[config.mk]
export PLATFORM = sky130hd
export DESIGN_NAME = iso_date_parse_to_day_number_top
export DESIGN_NICKNAME = d
export VERILOG_FILES = /design/src/idp_pkg.sv /design/src/idp_front.sv /design/src/idp_queue.sv /design/src/idp_back.sv /design/src/iso_date_parse_to_day_number_top.sv
export VERILOG_INCLUDE_DIRS = /design/src /design/src/src
export SDC_FILE = /design/constraint.sdc
export NUM_CORES = 1
export LEC_CHECK = 0
export BUFFER_PORTS_ARGS = -buffer_cell sky130_fd_sc_hd__buf_2
export CAP_MARGIN = 20
export CORE_MARGIN = 10
export CORE_UTILIZATION = 40
export DETAILED_ROUTE_END_ITERATION = 12
export HOLD_SLACK_MARGIN = 0.05
export SYNTH_ARGS = -nofsm -noshare
export SYNTH_HDL_FRONTEND = slang
export SYNTH_HIERARCHICAL = 1
export SYNTH_SLANG_ARGS = --single-unit
[constraint.sdc]
create_clock -name clk -period 8 [get_ports clk]
set_clock_uncertainty 0.1 [all_clocks]
set_input_delay 0.4 -clock clk [delete_from_list [all_inputs] [get_ports clk]]
set_output_delay 0.4 -clock clk [all_outputs]
set_load 0.05 [all_outputs]
[src/assert_macros.svh]
// Assertion helpers for the RTL.
`ifndef ASSERT_MACROS_SVH
`define ASSERT_MACROS_SVH

// Same-cycle implication.
`define ASSERT_IMPL(label, clk, rst_n, ante, cons) \
	label: assert property (@(posedge clk) disable iff (!rst_n) (ante) |-> (cons)) \
		else $error("assertion failed");

// Next-cycle implication.
`define ASSERT_NEXT(label, clk, rst_n, ante, cons) \
	label: assert property (@(posedge clk) disable iff (!rst_n) (ante) |=> (cons)) \
		else $error("assertion failed");

`endif

[src/idp_pkg.sv]
package idp_pkg;

	localparam logic [15:0] DASH_CODE = 16'h002D;
	localparam logic [15:0] ZERO_CODE = 16'h0030;
	localparam logic [15:0] NINE_CODE = 16'h0039;

	localparam logic [3:0] DATE_LEN  = 4'd10;
	localparam logic [3:0] LAST_POS  = 4'd9;
	localparam logic [3:0] POS_SAT   = 4'd11;
	localparam logic [3:0] DASH_POS0 = 4'd4;
	localparam logic [3:0] DASH_POS1 = 4'd7;

	// x / 100 == (x * RECIP_100) >> RECIP_SHIFT for x below 10000
	localparam int unsigned RECIP_100   = 5243;
	localparam int unsigned RECIP_SHIFT = 19;
	localparam int unsigned PROD_W      = 27;

	localparam logic [21:0] DAYS_PER_YEAR = 22'd365;
	localparam logic [4:0]  LEAP_FEB_LEN  = 5'd29;

	// One parsed text, handed from the character parser to the date unit.
	typedef struct packed {
		logic        fmt_ok;
		logic [13:0] year;
		logic [6:0]  month;
		logic [6:0]  day;
	} idp_rec_t;

	function automatic logic [8:0] days_before_month(input logic [3:0] m);
		logic [8:0] r;
		case (m)
			4'd1:    r = 9'd0;
			4'd2:    r = 9'd31;
			4'd3:    r = 9'd59;
			4'd4:    r = 9'd90;
			4'd5:    r = 9'd120;
			4'd6:    r = 9'd151;
			4'd7:    r = 9'd181;
			4'd8:    r = 9'd212;
			4'd9:    r = 9'd243;
			4'd10:   r = 9'd273;
			4'd11:   r = 9'd304;
			4'd12:   r = 9'd334;
			default: r = 9'd0;
		endcase
		return r;
	endfunction

	function automatic logic [4:0] month_length(input logic [3:0] m);
		logic [4:0] r;
		case (m)
			4'd1, 4'd3, 4'd5, 4'd7, 4'd8, 4'd10, 4'd12: r = 5'd31;
			4'd4, 4'd6, 4'd9, 4'd11:                     r = 5'd30;
			4'd2:                                        r = 5'd28;
			default:                                     r = 5'd0;
		endcase
		return r;
	endfunction

endpackage

[src/idp_front.sv]
module idp_front (
	input  logic             clk,
	input  logic             arst_n,
	input  logic             accept,
	input  logic [15:0]      char_code,
	input  logic             is_last,
	output logic             push,
	output idp_pkg::idp_rec_t rec
);
	import idp_pkg::*;

	logic [3:0]  pos_q;
	logic [13:0] year_q;
	logic [6:0]  month_q;
	logic [6:0]  day_q;
	logic        err_q;

	logic [13:0] year_n;
	logic [6:0]  month_n;
	logic [6:0]  day_n;
	logic        err_n;
	logic [3:0]  pos_n;
	logic        is_digit;
	logic [3:0]  digit;

	assign is_digit = (char_code >= ZERO_CODE) && (char_code <= NINE_CODE);
	assign digit    = char_code[3:0];

	always_comb begin
		year_n  = year_q;
		month_n = month_q;
		day_n   = day_q;
		err_n   = err_q;
		if (pos_q >= DATE_LEN) begin
			err_n = 1'b1;
		end else if ((pos_q == DASH_POS0) || (pos_q == DASH_POS1)) begin
			if (char_code != DASH_CODE) begin
				err_n = 1'b1;
			end
		end else if (!is_digit) begin
			err_n = 1'b1;
		end else if (pos_q < DASH_POS0) begin
			year_n = 14'(year_q * 14'd10 + 14'(digit));
		end else if (pos_q < DASH_POS1) begin
			month_n = 7'(month_q * 7'd10 + 7'(digit));
		end else begin
			day_n = 7'(day_q * 7'd10 + 7'(digit));
		end
		pos_n = (pos_q < POS_SAT) ? pos_q + 4'd1 : pos_q;
	end

	assign push       = accept && is_last;
	assign rec.fmt_ok = !err_n && (pos_q == LAST_POS);
	assign rec.year   = year_n;
	assign rec.month  = month_n;
	assign rec.day    = day_n;

	always_ff @(posedge clk or negedge arst_n) begin
		if (!arst_n) begin
			pos_q   <= '0;
			year_q  <= '0;
			month_q <= '0;
			day_q   <= '0;
			err_q   <= 1'b0;
		end else if (accept) begin
			if (is_last) begin
				pos_q   <= '0;
				year_q  <= '0;
				month_q <= '0;
				day_q   <= '0;
				err_q   <= 1'b0;
			end else begin
				pos_q   <= pos_n;
				year_q  <= year_n;
				month_q <= month_n;
				day_q   <= day_n;
				err_q   <= err_n;
			end
		end
	end

endmodule

[src/idp_queue.sv]
module idp_queue #(
	parameter int unsigned DEPTH = 4,
	parameter int unsigned CNT_W = $clog2(DEPTH + 1)
) (
	input  logic              clk,
	input  logic              arst_n,
	input  logic              push,
	input  idp_pkg::idp_rec_t wr_rec,
	input  logic              pop,
	output idp_pkg::idp_rec_t rd_rec,
	output logic              not_empty,
	output logic              full,
	output logic [CNT_W-1:0]  count
);
	import idp_pkg::*;

	localparam int unsigned PTR_W = (DEPTH > 1) ? $clog2(DEPTH) : 1;

	idp_rec_t          mem_q [DEPTH];
	logic [PTR_W-1:0]  wr_ptr_q;
	logic [PTR_W-1:0]  rd_ptr_q;
	logic [CNT_W-1:0]  count_q;

	function automatic logic [PTR_W-1:0] ptr_inc(input logic [PTR_W-1:0] p);
		return (p == PTR_W'(DEPTH - 1)) ? '0 : p + PTR_W'(1);
	endfunction

	assign rd_rec    = mem_q[rd_ptr_q];
	assign not_empty = (count_q != '0);
	assign full      = (count_q == CNT_W'(DEPTH));
	assign count     = count_q;

	always_ff @(posedge clk) begin
		if (push) begin
			mem_q[wr_ptr_q] <= wr_rec;
		end
	end

	always_ff @(posedge clk or negedge arst_n) begin
		if (!arst_n) begin
			wr_ptr_q <= '0;
			rd_ptr_q <= '0;
			count_q  <= '0;
		end else begin
			if (push) begin
				wr_ptr_q <= ptr_inc(wr_ptr_q);
			end
			if (pop) begin
				rd_ptr_q <= ptr_inc(rd_ptr_q);
			end
			case ({push, pop})
				2'b10:   count_q <= count_q + CNT_W'(1);
				2'b01:   count_q <= count_q - CNT_W'(1);
				default: count_q <= count_q;
			endcase
		end
	end

endmodule

[src/idp_back.sv]
module idp_back (
	input  logic              clk,
	input  logic              arst_n,
	input  idp_pkg::idp_rec_t rec,
	input  logic              rec_avail,
	output logic              pop,
	output logic              out_valid,
	input  logic              out_stall,
	output logic              valid_res,
	output logic [13:0]       year_value,
	output logic [3:0]        month_value,
	output logic [4:0]        day_value,
	output logic              leap_year,
	output logic [21:0]       day_number
);
	import idp_pkg::*;

	logic advance;

	// stage 1: constant multiplies on the popped record
	logic [13:0]       prior;
	logic [PROD_W-1:0] prior_prod;
	logic [PROD_W-1:0] year_prod;

	logic        v_s2;
	logic        fmt_ok_s2;
	logic [13:0] year_s2;
	logic [13:0] prior_s2;
	logic [6:0]  month_s2;
	logic [6:0]  day_s2;
	logic [21:0] p365_s2;
	logic [7:0]  pq100_s2;
	logic [7:0]  yq100_s2;

	// stage 2: leap rule, range checks, small day-count terms
	logic [13:0] yrem;
	logic        leap;
	logic [4:0]  dim;
	logic        ok;
	logic [12:0] part;

	logic        v_s3;
	logic        ok_s3;
	logic        leap_s3;
	logic [13:0] year_s3;
	logic [3:0]  month_s3;
	logic [4:0]  day_s3;
	logic [21:0] p365_s3;
	logic [11:0] part_s3;

	logic        out_valid_q;
	logic        valid_res_q;
	logic [13:0] year_q;
	logic [3:0]  month_q;
	logic [4:0]  day_q;
	logic        leap_q;
	logic [21:0] day_num_q;

	assign advance = !out_valid_q || !out_stall;
	assign pop     = advance && rec_avail;

	assign prior      = rec.year - 14'd1;
	assign prior_prod = PROD_W'(prior) * PROD_W'(RECIP_100);
	assign year_prod  = PROD_W'(rec.year) * PROD_W'(RECIP_100);

	assign yrem = year_s2 - 14'(yq100_s2 * 14'd100);
	assign leap = (year_s2[1:0] == 2'b00) && ((yrem != '0) || (yq100_s2[1:0] == 2'b00));
	assign dim  = ((month_s2 == 7'd2) && leap) ? LEAP_FEB_LEN : month_length(month_s2[3:0]);
	assign ok   = fmt_ok_s2 && (year_s2 != '0) && (month_s2 >= 7'd1) && (month_s2 <= 7'd12)
		&& (day_s2 >= 7'd1) && (day_s2 <= 7'(dim));

	// prior/4 - prior/100 + prior/400 + month offset + leap day + day - 1
	assign part = 13'(prior_s2[13:2]) - 13'(pq100_s2) + 13'(pq100_s2[7:2])
		+ 13'(days_before_month(month_s2[3:0]))
		+ 13'(((month_s2 > 7'd2) && leap) ? 1'b1 : 1'b0)
		+ 13'(day_s2) - 13'd1;

	always_ff @(posedge clk or negedge arst_n) begin
		if (!arst_n) begin
			v_s2        <= 1'b0;
			v_s3        <= 1'b0;
			out_valid_q <= 1'b0;
		end else if (advance) begin
			v_s2        <= rec_avail;
			v_s3        <= v_s2;
			out_valid_q <= v_s3;
		end
	end

	always_ff @(posedge clk) begin
		if (advance) begin
			fmt_ok_s2 <= rec.fmt_ok;
			year_s2   <= rec.year;
			prior_s2  <= prior;
			month_s2  <= rec.month;
			day_s2    <= rec.day;
			p365_s2   <= 22'(prior) * DAYS_PER_YEAR;
			pq100_s2  <= 8'(prior_prod >> RECIP_SHIFT);
			yq100_s2  <= 8'(year_prod >> RECIP_SHIFT);

			ok_s3    <= ok;
			leap_s3  <= leap;
			year_s3  <= year_s2;
			month_s3 <= month_s2[3:0];
			day_s3   <= day_s2[4:0];
			p365_s3  <= p365_s2;
			part_s3  <= part[11:0];

			valid_res_q <= ok_s3;
			year_q      <= ok_s3 ? year_s3 : '0;
			month_q     <= ok_s3 ? month_s3 : '0;
			day_q       <= ok_s3 ? day_s3 : '0;
			leap_q      <= ok_s3 && leap_s3;
			day_num_q   <= ok_s3 ? p365_s3 + 22'(part_s3) : '0;
		end
	end

	assign out_valid   = out_valid_q;
	assign valid_res   = valid_res_q;
	assign year_value  = year_q;
	assign month_value = month_q;
	assign day_value   = day_q;
	assign leap_year   = leap_q;
	assign day_number  = day_num_q;

endmodule

[src/iso_date_parse_to_day_number_top.sv]
// Parses an ISO date text "YYYY-MM-DD", one 16-bit character per item with is_last on the
// final character, and returns one result per text: validity, year, month, day, Gregorian
// leap flag and the proleptic day number counted from 0001-01-01 (all zero when invalid).
// One character is taken every cycle while in_stall is low; the character parser keeps
// position and digit accumulators and hands each finished text to a QUEUE_DEPTH-entry
// queue. The date unit behind it is a three-stage pipeline (constant multiplies, checks,
// final add into the output register). in_stall rises only while the queue is full,
// which happens only when out_stall has held the date unit back for a while.
`include "assert_macros.svh"

module iso_date_parse_to_day_number_top #(
	parameter int unsigned QUEUE_DEPTH = 4
) (
	input  logic        clk,
	input  logic        arst_n,
	input  logic        in_valid,
	output logic        in_stall,
	input  logic [15:0] char_code,
	input  logic        is_last,
	output logic        out_valid,
	input  logic        out_stall,
	output logic        valid_res,
	output logic [13:0] year_value,
	output logic [3:0]  month_value,
	output logic [4:0]  day_value,
	output logic        leap_year,
	output logic [21:0] day_number
);
	import idp_pkg::*;

	localparam int unsigned CNT_W = $clog2(QUEUE_DEPTH + 1);

	logic             accept;
	logic             push;
	logic             pop;
	logic             q_avail;
	logic             q_full;
	logic [CNT_W-1:0] q_count;
	idp_rec_t         front_rec;
	idp_rec_t         back_rec;

	assign in_stall = q_full;
	assign accept   = in_valid && !in_stall;

	idp_front u_front (
		.clk       (clk),
		.arst_n    (arst_n),
		.accept    (accept),
		.char_code (char_code),
		.is_last   (is_last),
		.push      (push),
		.rec       (front_rec)
	);

	idp_queue #(
		.DEPTH (QUEUE_DEPTH),
		.CNT_W (CNT_W)
	) u_queue (
		.clk       (clk),
		.arst_n    (arst_n),
		.push      (push),
		.wr_rec    (front_rec),
		.pop       (pop),
		.rd_rec    (back_rec),
		.not_empty (q_avail),
		.full      (q_full),
		.count     (q_count)
	);

	idp_back u_back (
		.clk         (clk),
		.arst_n      (arst_n),
		.rec         (back_rec),
		.rec_avail   (q_avail),
		.pop         (pop),
		.out_valid   (out_valid),
		.out_stall   (out_stall),
		.valid_res   (valid_res),
		.year_value  (year_value),
		.month_value (month_value),
		.day_value   (day_value),
		.leap_year   (leap_year),
		.day_number  (day_number)
	);

	// input only stalls on a full queue
	`ASSERT_IMPL(a_stall_only_full, clk, arst_n, in_stall, q_count == CNT_W'(QUEUE_DEPTH))
	// a text ending into an empty queue is held there next cycle
	`ASSERT_NEXT(a_push_lands, clk, arst_n, accept && is_last && (q_count == '0),
		q_count == CNT_W'(1))
	// invalid results carry all-zero fields
	`ASSERT_IMPL(a_invalid_zero, clk, arst_n, out_valid && !valid_res,
		(year_value == '0) && (month_value == '0) && (day_value == '0) && !leap_year
		&& (day_number == '0))
	// valid results are real calendar fields
	`ASSERT_IMPL(a_valid_range, clk, arst_n, out_valid && valid_res,
		(year_value != '0) && (month_value != '0) && (month_value <= 4'd12)
		&& (day_value != '0))

endmodule

Yosys cells after proc, flatten, opt, wreduce, memory -nomap -nowiden
Memory sizes are Yosys's and may differ from the RTL's. A register that Yosys moved wholly into a read port is not among the register bits.
Index checks and enable logic that the tools add are counted.
{"block": "word_totals", "mem_bits_ro": 224, "mem_count": 3, "elab_cells": 142, "latch_bits": 0, "reg_bits": 230, "mem_bits_rw": 116, "in_bits": 21}
{"name": "(name not given)", "depth": 16, "word_bits": 9, "read_ports": 1, "rd_clocked_by_memory_dff": 1, "wr": 0, "line_no": "idp_pkg.sv:31", "text": "case (m)"}
{"name": "u_queue.mem_q", "depth": 4, "word_bits": 29, "read_ports": 1, "rd_clocked_by_memory_dff": 0, "wr": 1, "line_no": "idp_queue.sv:19", "text": "idp_rec_t mem_q [DEPTH];"}
{"name": "(name not given)", "depth": 16, "word_bits": 5, "read_ports": 1, "rd_clocked_by_memory_dff": 1, "wr": 0, "line_no": "idp_pkg.sv:51", "text": "case (m)"}
{"block": "classes", "magnitude_cmp": 11, "multipliers": 7, "reduce_logical": 29, "n_div": 0, "add_sub_neg": 17, "n_bitwise": 0, "shift": 0, "eq_ne": 10, "mux": 33}
{"cell": "2-to-1 mux 7 bit", "count": 12}
{"cell": "2-to-1 mux 14 bit", "count": 5}
{"cell": "multiplier 14 x 13 -> 27 bit (second input constant)", "count": 2}
{"cell": "nonzero test 14 bit", "count": 2}
{"cell": "adder 22 x 12 -> 22 bit", "count": 1}
{"cell": "multiplier 14 x 9 -> 22 bit (second input constant)", "count": 1}
{"cell": ">= comparator 16 x 6 -> 1 bit (second input constant)", "count": 1}
{"cell": "<= comparator 16 x 6 -> 1 bit (second input constant)", "count": 1}
{"cell": "2-to-1 mux 4 bit", "count": 4}
{"cell": "inequality test 16 x 6 -> 1 bit (second input constant)", "count": 1}
{"cell": "adder 14 x 4 -> 14 bit", "count": 1}
{"cell": "adder 7 x 4 -> 7 bit", "count": 2}
{"cell": ">= comparator 7 x 1 -> 1 bit (second input constant)", "count": 2}
{"cell": "logical AND 1 bit", "count": 14}
{"cell": "multiplier 14 x 3 -> 13 bit (second input constant)", "count": 1}
{"cell": "multiplier 7 x 3 -> 6 bit (second input constant)", "count": 2}
{"cell": "subtractor 14 x 1 -> 14 bit (second input constant)", "count": 1}
{"cell": "subtractor 14 bit", "count": 1}
{"cell": "adder 12 bit", "count": 1}
{"cell": "adder 12 x 6 -> 12 bit", "count": 1}
{"cell": "adder 12 x 7 -> 12 bit", "count": 1}
{"cell": "adder 12 x 9 -> 12 bit", "count": 1}
{"cell": "multiplier 8 x 5 -> 12 bit (second input constant)", "count": 1}
{"cell": "subtractor 12 x 1 -> 12 bit (second input constant)", "count": 1}
{"cell": "27 further kinds", "count": 47}

Longest topological paths before layout
Gate-level depths: netlist of run 1.
{"block": "depth", "depth_word": 10, "ltp_mapped": 28, "mapped_depth_nobuf": 28}

Cells and area by module
Netlist of run 1, hierarchy kept.
{"mod": "idp_back", "cells_per_inst": 1606, "n_inst": 1, "area_each_um2": 18421.4, "seq_area_each_um2": 5870.6}
{"mod": "idp_queue", "cells_per_inst": 186, "n_inst": 1, "area_each_um2": 4595.7, "seq_area_each_um2": 3658.5}
{"mod": "idp_front", "cells_per_inst": 325, "n_inst": 1, "area_each_um2": 3115.5, "seq_area_each_um2": 825.8}
{"mod": "iso_date_parse_to_day_number_top", "cells_per_inst": 1, "n_inst": 1, "area_each_um2": 13.8, "seq_area_each_um2": 0.0}

Worst setup path after synthesis of run 1
OpenSTA, ideal clock, no wires.
{"block": "synth_path", "path_type": "register -> register", "from": "reg u_back.out_valid_q, in the netlist u_back/out_valid", "to": "reg with a tool-made name", "t_required_ns": 7.740, "synth_period_minus_slack_ns": 7.061, "slack_ns": 0.939, "arrival_ns": 6.801, "stages_incl_launch_ff": 6, "setup_time_ns": 0.160, "cell_sequence": "dfrtp_1 nand2_1 mux2i_1 ha_1 nor3_1 a21oi_1"}
{"element": "start: declaration", "line_no": "idp_back.sv:51", "text": "logic out_valid_q;"}
{"element": "start signal: assignment", "line_no": "idp_back.sv:86", "text": "out_valid_q <= v_s3;"}

==> flow_metrics.py, run 1 <==
metrics = {
    "status": {
        "status": "finished clean",
    },
    "critical_path": {
        "critical_path_buf_inv_count": 4,
        "critPathMaxStageDelay_ps": 690,
        "path_class": "flop to flop",
        "worstPathMaxFanout": 9,
        "reg2reg_depth": 24,
        "crit_family": "adder cells",
        "regToRegSetupSlack_ps": 720,
        "cp_slowest_cell": "mux4_2",
        "crit_path_frequent_cell": "ha_1",
        "crit_arrival_ps": 7470,
        "startpoint_type": "flop",
        "rr_endpoint": "u_back/pq100_s2[6]",
        "path_cells": "mux4_2 -> inv_1 -> ha_1 -> a21boi_0 -> buf_4 -> nand4_1 -> nor2_1 -> nand2_1 -> xnor2_1 -> ha_1 -> ha_1 -> inv_1 -> fa_1 -> inv_1 -> fa_1 -> fa_1 -> ha_1 -> a211oi_1 -> o21bai_1 -> a221oi_2 -> a21oi_2 -> a31oi_2 -> o21bai_1 -> xor2_1",
        "worstReg2RegStart": "u_queue/rd_ptr_q[0]",
        "cp-end-kind": "flop",
        "worstPathRequired_ps": 8190,
    },
    "clock_tree": {
        "numCtsBuffers": 39,
        "cts_tree": "done",
        "clock_path_buffers": 3,
        "post_cts_buffers": 0,
        "cts_resized": 0,
        "cts_sinks": 356,
        "htreeDepth": 2,
        "clock-root-buffer": "clkbuf_16",
        "cts.hold.buffers_added": 2,
        "insertion_delay_ps": 550,
        "cts.clk_slew.worst_paths_ps": 60,
    },
    "logic_synthesis": {
        "synth_nets": 2701,
        "synth_seq_cells": 356,
        "syn_area_per_cell_um2": 12.3,
        "synth_common_cells": "378 x inv_1, 363 x ha_1, 301 x edfxtp_1, 199 x fa_1, 81 x nand2_1",
        "syn_inst": 2118,
        "post-synth-top-count-cell": "inv_1",
        "yosys_warnings": 6,
        "synth_edf_count": 301,
        "yosysTopAreaCellShare": 0.346,
        "ys.flop_type": "edfxtp_1",
        "synth_area_leaders": "edfxtp_1 35%, ha_1 17%, fa_1 15%",
        "synth_area_um2": 26100,
        "ys_seq_area_frac": 0.396,
        "yosys.area.top_type": "edfxtp_1",
        "synth_cell_types": 91,
        "async_flop_share": 0.121,
    },
    "die": {
        "fp.dieH_um": 276,
        "num_rows": 93,
        "io_pins": 70,
        "core_um2": 64600,
        "die_area_um2": 76000,
        "start_util": 0.405,
        "fp.dieW_um": 276,
    },
    "timing": {
        "rsz0062_at_grt": "false",
        "fmax_mhz": 137,
        "setup_tns_ps": 0,
        "worst_slew_pin_slew_ps": 934,
        "setup_viol": 0,
        "period_share": 0.910,
        "hold_viol_final": 0,
        "slew_violations": 0,
        "maxSlewHeadroom": 0.360,
        "period_minus_slack_ps": 7280,
    },
    "grt": {
        "grt_pass1_wl_um": 89800,
        "grt_max_degree": 71,
        "grt_usage": 0.149,
        "overflow": 0,
        "antenna_found_initial": 0,
        "grt_pass1_vias": 16550,
    },
    "cells_and_area": {
        "fin_nets": 2811,
        "drive_above_1_share": 0.108,
        "area_growth_pct": 10.6,
        "fill_cells": 5867,
        "n_antenna_cell": 0,
    },
    "placement": {
        "portBuffers": 69,
        "dp_hpwl_um": 44100,
        "gp_congestion": 0.866,
    },
    "hold_path": {
        "hp-class": "input pin to flop",
        "holdPathStages": 2,
        "worstHoldStart": "is_last",
        "hold_end": "u_front/pos_q[2]",
    },
    "detailed_routing": {
        "vias_per_cell": 5.06,
        "drt_wl_total_um": 55800,
        "wl_per_cell_um": 17.9,
        "ant_nets": 0,
        "vias": 15767,
        "first_pass_iters": 4,
        "drc": 0,
        "drtIter0Drc": 936,
    },
    "job": {
        "cap_violations": 0,
    },
}
-- metal layers --
layer / vias up / share of wire / GRT usage / wire length (um)
li1: 7561 / - / - / -
met1: 7887 / 0.46 / 0.202 / 25400
met2: 257 / 0.48 / 0.248 / 26900
met3: 62 / 0.043 / 0.0215 / 2380
met4: 0 / 0.019 / 0.0380 / 1060
met5: - / 0 / 0 / 0
-- flip-flops by register name, summed over array words and instances, names as in the netlist, 20 cells and up, named ones only --
signal / cells
u_back/day_number: 22
u_back/p365_s3: 22
u_queue/mem_q: 116
u_back/p365_s2: 20
-- cell usage in the layout, fill, tap and decap left out, drive strengths merged, types with 11 or more instances in the layout --
cell    synthesis  layout
a211oi         14      14
a21o           21      21
a21oi          76      76
a22o           22      22
and2           32      32
and3           14      14
buf             7      92
clkbuf         18      47
clkinv          1      16
dfrtp          43      43
dfxtp          12      12
edfxtp        301     301
fa            199     199
ha            363     363
inv           378     381
mux2           20      20
mux4           29      29
nand2          81      81
nand2b         18      18
nand3          21      21
nand4          16      16
nor2           78      78
nor2b          14      14
nor3           32      32
nor4           12      12
o211ai         11      11
o21a           16      16
o21ai          58      58
or3            11      11
xnor2          66      66
xor2           42      42
-- through the flow --
| step | cells | hold slack, ps | area, um^2 | worst slack (ps) | util |
|---|---|---|---|---|---|
| floorplan | 2118 | 4.41 | 26100 | 939 | - |
| global placement | 3036 | 307 | 27600 | 762 | 0.427 |
| detailed placement | 3036 | 306 | 27600 | 676 | 0.427 |
| global route | 3113 | 111 | 28900 | 145 | 0.448 |
| CTS | 3109 | 91.5 | 28800 | 641 | 0.447 |
| finish | 3113 | 121 | 28900 | 722 | 0.448 |
-- worst register-to-register path, delay by kind of cell, from the launching register on --
kind            cells  cell delay, ps
fa+ha+maj           7            2690
compound gates      7            1500
mux                 1             690
flops               1             530
buf+inv             4             520
simple gates        3             510
xor+xnor            2             500
-- area by class of cell --
class | instances | area [um^2] | share of cell area
multi-input combinational | 1358 | 14200 | 0.493
timing repair buffer | 94 | 578 | 0.0200
clock buffer | 47 | 1020 | 0.0351
clock inverter | 24 | 226 | 0.00783
inverter | 379 | 1420 | 0.0492
sequential | 356 | 10400 | 0.358
tap | 855 | 1070 | 0.0370
-- logic make-up (layout without fill, tap and decap cells) --
family	count (synthesis)	after routing	share of synthesized area
muxes	54	54	0.0357
buffers and inverters	404	544	0.0595
adders and majority gates	562	562	0.326
AOI/OAI and AO/OA	278	278	0.0740
xor gates and xnor gates	109	109	0.0370
DFF	356	356	0.396
and+or+nand+nor	355	355	0.0717
-- worst max path at each step --
stage,start,depth (start not counted),slack (ps),end
after global routing,u_queue/rd_ptr_q[0],24,150,u_back/pq100_s2[3]
after global placement,u_queue/rd_ptr_q[0],23,760,u_back/pq100_s2[6]
final,u_queue/rd_ptr_q[0],24,720,u_back/pq100_s2[6]
after floorplan,u_back/out_valid,5,940,flop
after detailed placement,u_queue/rd_ptr_q[0],24,680,u_back/pq100_s2[6]
after CTS,u_queue/rd_ptr_q[0],24,640,u_back/pq100_s2[6]
Power of run 1 is left out: the tool's default activity adds up to more than one toggle a clock period on the data nets, which glitch-free logic cannot reach.
==> inputs of run 2 (changes only) <==
Settings changed: GPL_TIMING_DRIVEN set to 0.
==> flow_metrics.py, run 2 (same netlist as run 1, synthesis figures left out) <==
metrics = {
    "status": {
        "status": "finished clean",
    },
    "cells_and_area": {
        "final_common_cell": "inv_1",
        "post-route-util": 0.452,
        "area_growth_pct": 11.7,
        "n_antenna_cell": 0,
        "largest_register": "u_queue/mem_q",
        "fill_cells": 5848,
        "drive_above_1_share": 0.114,
        "largest_reg_flops": 116,
        "final_cell_mix": "376 x inv_1, 363 x ha_1, 301 x edfxtp_1",
        "fin_nets": 2831,
    },
    "detailed_routing": {
        "wl_per_cell_um": 17.2,
        "first_pass_iters": 5,
        "vias_per_cell": 5.05,
        "drc": 0,
        "drtIter0Drc": 774,
        "ant_nets": 0,
        "vias": 15824,
        "drt_wl_total_um": 53900,
    },
    "placement": {
        "dp_hpwl_um": 42800,
        "post-place-ws_ps": -596,
        "portBuffers": 69,
        "gp_congestion": 0.917,
    },
    "timing": {
        "worst_slew_pin_slew_ps": 1010,
        "period_minus_slack_ps": 7610,
        "slew_violations": 0,
        "hold_viol_final": 0,
        "setup_slack_ps": 394,
        "maxSlewHeadroom": 0.307,
        "fmax_mhz": 131,
        "rsz0062_at_grt": "false",
        "period_share": 0.951,
        "setup_viol": 0,
    },
    "die": {
        "num_rows": 93,
        "die_area_um2": 76000,
        "core_um2": 64600,
        "start_util": 0.405,
        "fp.dieW_um": 276,
        "fp.dieH_um": 276,
        "io_pins": 70,
    },
    "clock_tree": {
        "htreeDepth": 2,
        "cts_tree": "done",
        "numCtsBuffers": 38,
        "clock-root-buffer": "clkbuf_16",
        "clock_path_buffers": 3,
        "cts.clk_slew.worst_paths_ps": 60,
        "cts_sinks": 356,
        "insertion_delay_ps": 560,
    },
    "grt": {
        "overflow": 0,
        "antenna_found_initial": 1,
        "grt_max_degree": 66,
        "grt_pass1_wl_um": 88000,
        "grt_pass1_vias": 16691,
        "grt_usage": 0.145,
    },
    "critical_path": {
        "worstPathMaxFanout": 10,
        "worstPathRequired_ps": 8190,
        "path_class": "flop to flop",
        "cp-end-kind": "flop",
        "startpoint_type": "flop",
        "crit_arrival_ps": 7800,
    },
    "job": {
        "cap_violations": 0,
    },
    "hold_path": {
        "hp-class": "input pin to flop",
    },
}
[run 2: changes by cell type in the layout (fill, tap and decap cells not counted), moves of 3 or more]
cell	before	now
clkbuf_1	7	19
buf_4	20	15
xnor2_2	0	3
xnor2_4	0	3
buf_6	0	5
xnor2_1	66	60
[run 2: worst max-delay path: stages, from the launching register on]
cell and delay [ps]:
dfrtp_2 450, buf_6 210, mux4_2 730, clkinvlp_4 190, ha_1 280, and3_1 300, nand4_1 150, xnor2_1 340
buf_4 260, ha_1 350, fa_1 580, inv_1 70, fa_1 540, inv_1 50, fa_1 470, fa_1 520
ha_1 340, nand4_1 110, a211oi_1 270, a221oi_2 110, buf_4 170, a21oi_2 260, a31oi_2 180, o21bai_1 180
xor2_1 80
[run 2: final timing paths]
kind | start | to | slack [ps] | depth (start not counted)
min in group asynchronous | arst_n | u_queue/count[0] | 200 | 2
max reg2reg | u_queue/rd_ptr_q[0] | u_back/pq100_s2[6] | 390 | 24
min | is_last | u_front/year_q[10] | 80 | 3
min reg2reg | u_back/p365_s2[18] | u_back/p365_s3[18] | 310 | 0
max in group asynchronous | arst_n | u_queue/rd_ptr_q[0] | 7090 | 3
max | u_queue/rd_ptr_q[0] | u_back/pq100_s2[6] | 390 | 24
[run 2: per-stage QoR]
| step | hold slack, ps | setup TNS (ps) | cells | area, um^2 |
|---|---|---|---|---|
| final | 82.2 | 0 | 3133 | 29200 |
| after CTS | 53.3 | 0 | 3120 | 29100 |
| after floorplan | 4.41 | 0 | 2118 | 26100 |
| after global routing | 84.3 | 0 | 3133 | 29200 |
| after detailed placement | 305 | -3500 | 3047 | 27700 |
| after global placement | 305 | -18660 | 3042 | 27600 |
[run 2: final cells by class]
cell class                 instances  area (um^2)  share of cell area
buffer                            25          135             0.00463
clock buffer                      43         1010              0.0346
clock inverter                    27          298              0.0102
inverter                         379         1430              0.0488
multi-input combinational       1358        14300               0.491
sequential                       356        10400               0.355
tap                              855         1070              0.0366
timing repair buffer              90          581              0.0199
[run 2: timing repair]
item | CTS | global route
pin swaps | 0 | 1
setup endpoints to repair | 10 | 8
hold endpoints to repair | 44 | 0
buffers inserted | 1 | 12
gates cloned | 0 | 0
gates resized for setup | 12 | 3
hold buffers | 2 | 0
[run 2: layer usage]
layer	part of all wire	up-vias	GRT usage	wire, um
met5	0	-	0	0
met4	0.020	0	0.0393	1080
met3	0.047	70	0.0227	2520
met2	0.50	297	0.249	26800
met1	0.44	7832	0.188	23500
li1	-	7625	-	-
Power of run 2 is left out for the same reason.
==> inputs of run 3 (changes only) <==
Settings changed: BUFFER_PORTS_ARGS -buffer_cell sky130_fd_sc_hd__buf_2 to -buffer_cell sky130_fd_sc_hd__buf_4, REMOVE_ABC_BUFFERS set to 1.
==> flow_metrics.py, run 3 (same netlist as run 1, synthesis figures left out) <==
metrics = {
    "critical_path": {
        "regToRegSetupSlack_ps": 410,
        "startpoint_type": "flop",
        "worstPathMaxFanout": 19,
        "crit_family": "adder cells",
        "critPathMaxStageDelay_ps": 730,
        "cp_slowest_cell": "mux4_2",
        "cp-end-kind": "flop",
        "crit_arrival_ps": 7770,
        "critical_path_buf_inv_count": 6,
        "worstPathRequired_ps": 8180,
        "path_class": "flop to flop",
        "path_cells": "buf_12 -> mux4_2 -> clkinvlp_4 -> ha_1 -> and3_1 -> nand2_1 -> xnor2_2 -> ha_1 -> inv_1 -> fa_1 -> inv_1 -> fa_1 -> inv_1 -> fa_1 -> fa_1 -> inv_1 -> ha_1 -> a21oi_1 -> o21ai_0 -> a221oi_2 -> a21oi_2 -> a31oi_2 -> o21bai_1 -> xor2_1",
    },
    "timing": {
        "slew_violations": 0,
        "setup_slack_ps": 410,
        "period_minus_slack_ps": 7590,
        "period_share": 0.949,
        "worst_slew_pin_slew_ps": 945,
        "rsz0062_at_grt": "false",
        "setup_viol": 0,
        "hold_viol_final": 0,
        "maxSlewHeadroom": 0.370,
        "fmax_mhz": 132,
    },
    "grt": {
        "overflow": 0,
        "grt_pass1_wl_um": 87800,
        "busiest_layer": "met2",
        "grt_usage": 0.145,
        "grt_pass1_vias": 16642,
        "antenna_found_initial": 0,
        "met1_usage": 0.189,
        "grtUsageMet2": 0.248,
        "grt_max_degree": 76,
        "grt_use_met3": 0.0196,
    },
    "die": {
        "fp.dieW_um": 276,
        "io_pins": 70,
        "die_area_um2": 76000,
        "num_rows": 93,
        "start_util": 0.405,
        "fp.dieH_um": 276,
        "core_um2": 64600,
    },
    "cells_and_area": {
        "final_cell_mix": "377 x inv_1, 363 x ha_1, 301 x edfxtp_1",
        "drive_above_1_share": 0.111,
        "largest_register": "u_queue/mem_q",
        "area_growth_pct": 11.9,
        "fin_nets": 2812,
        "final_common_cell": "inv_1",
        "n_antenna_cell": 0,
        "largest_reg_flops": 116,
    },
    "detailed_routing": {
        "vias_per_cell": 5.02,
        "drt_wl_total_um": 53500,
        "drc": 0,
        "ant_nets": 0,
        "first_pass_iters": 5,
        "drtIter0Drc": 689,
        "wl_per_cell_um": 17.2,
        "vias": 15630,
    },
    "placement": {
        "post-place-ws_ps": -682,
        "portBuffers": 69,
        "dp_hpwl_um": 41500,
        "gp_congestion": 0.903,
    },
    "clock_tree": {
        "htreeDepth": 2,
        "clock-root-buffer": "clkbuf_16",
        "cts_sinks": 356,
        "insertion_delay_ps": 570,
        "cts.clk_slew.worst_paths_ps": 60,
        "cts_tree": "done",
        "numCtsBuffers": 40,
        "clock_path_buffers": 3,
    },
    "status": {
        "status": "finished clean",
    },
    "job": {
        "cap_violations": 0,
    },
    "hold_path": {
        "hp-class": "input pin to flop",
    },
}
run 3: tightest hold or removal path: cells and delay by family:
family,cells,cell delay (ps)
AOI/OAI and AO/OA,2,280
and+or+nand+nor,1,40
buffers and inverters,1,80
run 3: final timing paths:
| kind | from | to | cells past startpoint |
|---|---|---|---|
| worst min register to register | u_back/p365_s2[18] | u_back/p365_s3[18] | 0 |
| worst max register to register | u_queue/rd_ptr_q[0] | u_back/pq100_s2[6] | 24 |
| worst min-delay path | char_code[13] | u_front/err_q | 4 |
| min in group asynchronous | arst_n | u_front/month_q[4] | 2 |
| max in group asynchronous | arst_n | u_queue/rd_ptr_q[1] | 2 |
| worst max-delay path | u_queue/rd_ptr_q[0] | u_back/pq100_s2[6] | 24 |
run 3: what timing repair did:
action                     in CTS  in global routing
hold buffers                    3                  0
setup buffers                   3                  8
resized for setup               8                  3
hold endpoints to repair       49                  0
pin swaps                       0                  3
setup endpoints to repair      11                  6
run 3: routing by layer:
metal / up-vias / wire length [um]
li1: 7572 / -
met1: 7767 / 24000
met2: 227 / 26400
met3: 64 / 1910
met4: 0 / 1210
met5: - / 0
run 3: layout make-up:
cell class              instances  area [um^2]
clock buffers                  50         1060
clock inverters                24          225
fillers                      5757        35300
inverters                     379         1430
multi-input cells            1358        14300
flip-flops and latches        356        10400
well taps                     855         1070
repair buffers                 94          813
run 3: through the flow:
step	hold WS (ps)	area [um^2]	cells	TNS [ps]	util
global placement	302	27600	3017	-40720	0.427
finish	179	29200	3116	0	0.453
detailed placement	305	27800	3026	-4770	0.430
CTS	142	29100	3106	0	0.451
floorplan	4.41	26000	2093	0	-
global route	177	29200	3116	0	0.453
Power of run 3 is left out for the same reason.
